`src/hw/rtl/xtl_pkg.sv`:
```
package xtl_pkg;

  // Sample and result field widths
  localparam int SW = 16;
  localparam int OW = 16;

  // Configuration port
  localparam int CFG_IDX_W = 8;
  localparam logic [CFG_IDX_W-1:0] REG_WHITE_X = 8'd0;
  localparam logic [CFG_IDX_W-1:0] REG_WHITE_Z = 8'd1;
  localparam logic [SW-1:0] WHITE_X_RST = 16'd24332;
  localparam logic [SW-1:0] WHITE_Z_RST = 16'd27874;

  // Divider: 64-bit quotient, two quotient bits per stage
  localparam int QW          = 64;
  localparam int DIV_BPS     = 2;
  localparam int DIV_STAGES  = QW / DIV_BPS;

  // Cube root: one root bit (three radicand bits) per stage
  localparam int RW          = 22;
  localparam int CBRT_STAGES = RW;
  localparam int CREM_W      = 50;
  localparam int YSQ_W       = 2 * RW;

  // Output stages: scale, then round and saturate
  localparam int LAB_STAGES  = 2;
  localparam int VW          = 34;

endpackage

```
`src/hw/rtl/xtl_lab.sv`:
```
module xtl_lab import xtl_pkg::*; #(
  parameter int FRAC_BITS = 8
) (
  input  logic                 clk_i,
  input  logic                 en_i,
  input  logic [RW-1:0]        fx_i,
  input  logic [RW-1:0]        fy_i,
  input  logic [RW-1:0]        fz_i,
  output logic signed [OW-1:0] l_o,
  output logic signed [OW-1:0] a_o,
  output logic signed [OW-1:0] b_o
);

  localparam int SH = 16 - FRAC_BITS;
  localparam logic signed [VW-1:0] RND =
    (SH > 0) ? VW'(64'd1 << ((SH > 0) ? SH - 1 : 0)) : '0;
  localparam logic signed [VW-1:0] OFS_L = VW'(64'd16 << 16);
  localparam logic signed [VW-1:0] SMAX  = VW'(32767);
  localparam logic signed [VW-1:0] SMIN  = -VW'(32768);

  logic signed [VW-1:0] fxs, fys, fzs;
  logic signed [VW-1:0] l_d, a_d, b_d;
  logic signed [VW-1:0] l_q, a_q, b_q;
  logic signed [OW-1:0] lo_q, ao_q, bo_q;

  function automatic logic signed [OW-1:0] rnd_sat(input logic signed [VW-1:0] v);
    logic signed [VW-1:0] t;
    t = (v + RND) >>> SH;
    if (t > SMAX)      rnd_sat = OW'(SMAX);
    else if (t < SMIN) rnd_sat = OW'(SMIN);
    else               rnd_sat = t[OW-1:0];
  endfunction

  assign fxs = $signed({{(VW-RW){1'b0}}, fx_i});
  assign fys = $signed({{(VW-RW){1'b0}}, fy_i});
  assign fzs = $signed({{(VW-RW){1'b0}}, fz_i});

  // Q16 scaling by the CIELAB weights
  assign l_d = fys * VW'(116) - OFS_L;
  assign a_d = (fxs - fys) * VW'(500);
  assign b_d = (fys - fzs) * VW'(200);

  always_ff @(posedge clk_i) begin
    if (en_i) begin
      l_q  <= l_d;
      a_q  <= a_d;
      b_q  <= b_d;
      lo_q <= rnd_sat(l_q);
      ao_q <= rnd_sat(a_q);
      bo_q <= rnd_sat(b_q);
    end
  end

  assign l_o = lo_q;
  assign a_o = ao_q;
  assign b_o = bo_q;

endmodule

```
`config.mk`:
```
export PLATFORM = sky130hd
export DESIGN_NAME = xtl_lab
export DESIGN_NICKNAME = d
export VERILOG_FILES = /design/src/hw/rtl/xtl_pkg.sv /design/src/hw/rtl/xtl_lab.sv
export SDC_FILE = /design/constraint.sdc
export NUM_CORES = 1
export LEC_CHECK = 0
export BUFFER_PORTS_ARGS = -buffer_cell sky130_fd_sc_hd__buf_2
export CAP_MARGIN = 20
export CORE_MARGIN = 5
export CORE_UTILIZATION = 45
export DETAILED_ROUTE_END_ITERATION = 7
export MAX_ROUTING_LAYER = met4
export PLACE_DENSITY = 0.67
export SKIP_CTS_REPAIR_TIMING = 1
export SLEW_MARGIN = 20
export SYNTH_ARGS = -nofsm -noshare
export SYNTH_HDL_FRONTEND = slang
export SYNTH_SLANG_ARGS = --single-unit
export TNS_END_PERCENT = 10
```
`constraint.sdc`:
```
create_clock -name clk_i -period 9.2 [get_ports clk_i]
set_clock_uncertainty 0.2 [all_clocks]
set_input_delay 0.46 -clock clk_i [delete_from_list [all_inputs] [get_ports clk_i]]
set_output_delay 0.46 -clock clk_i [all_outputs]
set_load 0.01 [all_outputs]
```
After elaboration in Yosys (flattened, before gate mapping)
Index checks and enable logic that the tools add are counted.
W data, S select, Z words.
{"block": "totals", "regBits": 145, "input_bits": 68, "output_inout_bits": 48, "elab_cells": 24}
{"block": "op_classes", "add_sub_neg": 6, "multipliers": 3, "order_cmp": 6, "muxes": 3}
{"op": "$add A34 B9 Y34 const B", "count": 3}
{"op": "$gt A26 B16 Y1 const B", "count": 3}
{"op": "$lt A26 B16 Y1 const B", "count": 3}
{"op": "$mux W16", "count": 3}
{"op": "$sub A22 B22 Y23", "count": 2}
{"op": "$mul A23 B8 Y31 const B", "count": 1}
{"op": "$sub A29 B21 Y30 const B", "count": 1}
{"op": "$mul A23 B6 Y29 const B", "count": 1}
{"op": "$mul A22 B5 Y27 const B", "count": 1}

Depth between registers and ports, before layout
{"block": "depth", "word_depth": 3, "mapped_depth": 30, "depth_no_buf": 30}

Worst setup path before layout
No wires, ideal clock.
{"block": "synth_timing", "path_kind": "input to register", "startpoint": "input port fx_i[0]", "endpoint": "register a_q[31] (data pin)", "setup_ps": 258, "arrival_ps": 6415, "t_required_ps": 8742, "setup_slack_ps": 2327, "path_stages": 28, "path_buffers": 0, "path_cell_list": "inv_1 > ha_1 > inv_1 > fa_1 > a211oi_1 > o21ai_0 > and2_1 > a21o_1 > o21ai_0 > nand2b_1 > xor2_1 > fa_1 > inv_1 > fa_1 > inv_1 > fa_1 > fa_1 > ha_1 > a21o_1 > a21oi_1 > o21bai_1 > a21o_1 > a21o_1 > a41oi_1 > o21ai_1 > a41o_1 > a21oi_1 > xnor2_1"}
{"block": "synth_between", "elab_chain_len": 2}
{"element": "from (decl)", "line": "xtl_lab.sv:6", "text": "input logic [RW-1:0] fx_i,"}
{"element": "$sub A22 B22 Y23", "line": "xtl_lab.sv:40", "text": "assign a_d = (fxs - fys) * VW'(500);"}
{"element": "$mul A23 B8 Y31", "line": "xtl_lab.sv:40"}
{"element": "net a_d[31]", "line": "xtl_lab.sv:22", "text": "logic signed [VW-1:0] l_d, a_d, b_d;"}
{"element": "to (signal assigned)", "line": "xtl_lab.sv:46", "text": "a_q <= a_d;"}
{"element": "to (decl)", "line": "xtl_lab.sv:23", "text": "logic signed [VW-1:0] l_q, a_q, b_q;"}
The timed path passes the listed nets, and every way through them passes these cells.
A chain may end at the register's enable or synchronous reset.

Worst setup path after layout
{"block": "layout_timing", "startpoint": "input port fy_i[0]", "endpoint": "register a_q[31] (data pin)"}
{"block": "layout_between", "elab_chain_len": 2}
{"element": "from (decl)", "line": "xtl_lab.sv:7", "text": "input logic [RW-1:0] fy_i,"}
{"element": "$sub A22 B22 Y23", "line": "xtl_lab.sv:40"}
{"element": "$mul A23 B8 Y31", "line": "xtl_lab.sv:40"}
{"element": "net a_d[31]", "line": "xtl_lab.sv:22"}
The timed path passes the listed nets, and every way through them passes these cells.

==> results list <==
* Routed via count: 12,583
* Yosys reg bits: 122
* Portion of netlist area occupied by mux cells: 0.002526
* Cell count after synthesis: 1,821
* GRT Resource Usage Total: 0.1873
- Final antenna-violating net count: 0
- In this run the clock root is driven by a clkbuf_16.
- Most common library cell in the layout ignoring fill and taps: inv_1
- For this design, the sink count on the clock tree is around 120.
- Via count of the first global-routing pass: 12,830
* Count of yosys warnings during synthesis: 0
* Area share of xor/xnor cells in the synthesized design: 0.08840
- Sequential area share after synthesis: 0.2175
- The run finished with clean final reports.
* Type of element launching the critical path: input port
- Number of violations of the max-capacitance limit: 0
- Of the available clock period, the critical path in the final layout requires 0.8175.
- Detailed-route wire length per cell: 15.10 um
* Post-synth EDFFs: 122
* FF-to-FF Start: l_q[7]
- Counting instances, the worst hold path has a depth of 2.
* Post-synthesis cell type count: 84
- The clock tree synthesis step divided the H-tree into 4 levels.
* Ant. Diodes: 0
- Commonest register cell after synthesis: edfxtp_1
- Commonest cells after routing, fill and taps aside: 391 x inv_1, 238 x ha_1, 142 x fa_1, 122 x edfxtp_1, 114 x buf_2
* Largest net degree at the start of global routing: 79
* Clk_lat worst skew: approximately 0.44 ns
- Measured slew at the worst slew-check pin: roughly 1.1 ns
* Number of buffers created by CTS: 17
- Once detailed placement completed, the half-perimeter wirelength came to 30,450 um.
* 1st-iter DRT viols: 619
* Final hold vios: 0
- Cell taking the most area after synthesis: edfxtp_1
* Max-Slew Margin vs Limit: 0.2894
- For the final routed database, the setup TNS stands at 0 ns.
* Weighted congestion at the end of routability-driven global placement: between 0.9 and 1
* Fraction of the core area covered by cells at the end of the flow: 0.5035
* Number of ports placed on the die boundary: 116
- Synthesized-area fraction occupied by and/or/nand/nor cells: 0.1177
* Global-route congestion overflow total: 0
- Total of endpoints with negative setup slack in the final report: 0
- Final critical-path required period: 7.521 ns
- The critical path is of the in -> reg type.
* Overall die height: 203.5 um
- For this run, the post-layout net count is about 2,400.
- Data required time of the critical path: 9.18 ns
- Of the cells placed in the final design, the portion with a size suffix greater than 1 is 0.09867.
* Fmax: 133.0 MHz
* Area of the die: a little over 40,000 um2
- At the placement stage, the worst setup path has a slack of 1.345 ns.
* Highest fanout seen on the critical path: 6
* Data arrival, critical path: approximately 7.5 ns
- DRC violations left: 0
- The number of antenna violations at the first check in global routing was 0.
- Worst-case clock buffer depth: 2
- Min setup slack post-route: roughly 1.7 ns
- A synthesized cell averages about 9 um2.
- Of the total synthesized cell area, the portion taken by full adders, half adders and majority gates is 0.3462.
* TritonCTS clock tree: done
- Setup repair after global routing left no endpoint under its margin.
* Mapped Nets: 2,269
* Tightest Hold Check Type: reg -> reg
- Mapped cell area: approximately 17,000 um2
* Clock transition at path regs: 0.06 ns
* Fraction of registers with async set/reset: 0
- Area share of the largest cell type after synthesis: 0.2175
- Length in cells of the worst reg-to-reg path: 11
- Setup slack on the worst reg-to-reg path comes out at 5.37 ns.
- The total area inside the core boundary comes to 36,790 um2.
* Combinational family with the most area after synthesis: adder cells
* Overall die width: 203.5 um
- The first detailed-routing pass took 5 iterations.
- Following the worst setup path forward leads to its endpoint at a_q[31].
- Initial core utilization: 0.4579
- The final max-slew violation count came to 0.
- Crit Reg-Reg Endpoint: l_o[2]
- In this run the tool buffered the top-level ports with 115 buffer cells.
- First-pass GRT wire length: 61,860 um
* Leading post-synthesis cells by cell area: edfxtp_1 22%, ha_1 18%, fa_1 17%
* Relative area change from synthesis to final layout: 9.962%
- CP Capture Type: flop
* Site Rows: 70
* Overall routed net length: approximately 37,000 um
* CP startpoint: fy_i[0]
* Compound-Gate Fraction of Synth Area: 0.1361
* Vias per cell: 5.191
-- routing by layer --
metal	up-vias	track usage	wire length, um	share of wire
met5	-	-	0	0
met4	0	0.04963	727	0.020
met3	41	0.02322	937	0.026
met2	184	0.3027	17290	0.47
met1	6008	0.2519	17650	0.48
li1	6350	-	-	-
-- synth_stat cells (4+ instances only) --
| cell | instances |
|---|---|
| nor2b_1 | 15 |
| and4_1 | 5 |
| nand4_1 | 18 |
| and2_1 | 13 |
| nor3_1 | 26 |
| a21o_1 | 41 |
| nor2_1 | 98 |
| ha_1 | 238 |
| nand3b_1 | 9 |
| a31oi_1 | 12 |
| fa_1 | 142 |
| xor2_1 | 56 |
| a211oi_1 | 8 |
| a211o_1 | 4 |
| nand2b_1 | 14 |
| o21bai_1 | 16 |
| and3_1 | 22 |
| nand2_1 | 83 |
| o21ai_0 | 92 |
| xnor2_1 | 114 |
| o211ai_1 | 8 |
| clkbuf_1 | 7 |
| o21ai_1 | 6 |
| a21oi_1 | 88 |
| inv_1 | 391 |
| buf_2 | 4 |
| or3_1 | 4 |
| edfxtp_1 | 122 |
| o21a_1 | 21 |
| or2_2 | 9 |
| o22ai_1 | 4 |
| nand3_1 | 49 |
-- area by class of cell --
class                   count  area, um2
clock buffers              18      429.2
clock inverters            14      137.6
fillers                  3455      18270
inverters                 392       1471
multi-input cells        1294      11650
flip-flops and latches    122       3664
well taps                 468      585.6
repair buffers            116      585.6
-- state kept, by name, summed over array words and instances, names as in the netlist --
register / flops
a_o: 16
b_q: 25
a_q: 26
b_o: 16
l_q: 23
l_o: 16
-- worst min path at each step --
stage | startpoint | end
2_1_floorplan | en_i | a_o[0]
3_3_place_gp | b_q[14] | b_o[6]
3_5_place_dp | b_q[14] | b_o[6]
4_1_cts | fy_i[0] | l_q[7]
5_1_grt | fy_i[0] | l_q[7]
6_report | b_q[14] | b_o[6]
-- worst max-delay path, cell delays in order --
cell      delay (ns)
buf_2           0.15
ha_1            0.19
inv_1           0.05
fa_1            0.42
a211oi_1        0.36
o21ai_0         0.25
and2_1          0.26
a21o_1          0.20
o21ai_0         0.16
nand2b_1        0.09
xor2_1          0.57
fa_1            0.51
inv_1           0.08
fa_1            0.40
inv_1           0.09
fa_1            0.44
fa_1            0.50
ha_1            0.37
a21o_1          0.23
a21oi_1         0.15
o21bai_1        0.09
a21o_1          0.18
a21o_1          0.17
a41oi_1         0.35
o21ai_1         0.22
a41o_1          0.28
a21oi_1         0.17
xnor2_1         0.08
-- stage by stage --
stage	instance area, um2	hold slack (ns)	std cells
floorplan	16840	0.3725	1821
global placement	17950	0.4700	2392
detailed placement	17950	0.4661	2392
CTS	18510	0.4417	2424
global route	18520	0.5198	2424
finish	18520	0.4688	2424
-- cells by family (layout without fill, tap and decap cells) --
kind of cell | Yosys count | after routing
buf+inv | 405 | 540
compound gates | 349 | 349
mux | 4 | 4
simple gates | 389 | 389
flops | 122 | 122
xor+xnor | 170 | 170
fa+ha+maj | 381 | 381
other cells | 1 | 1
Power is left out: the tool's default activity adds up to more than one toggle a clock period on the data nets, which glitch-free logic cannot reach.
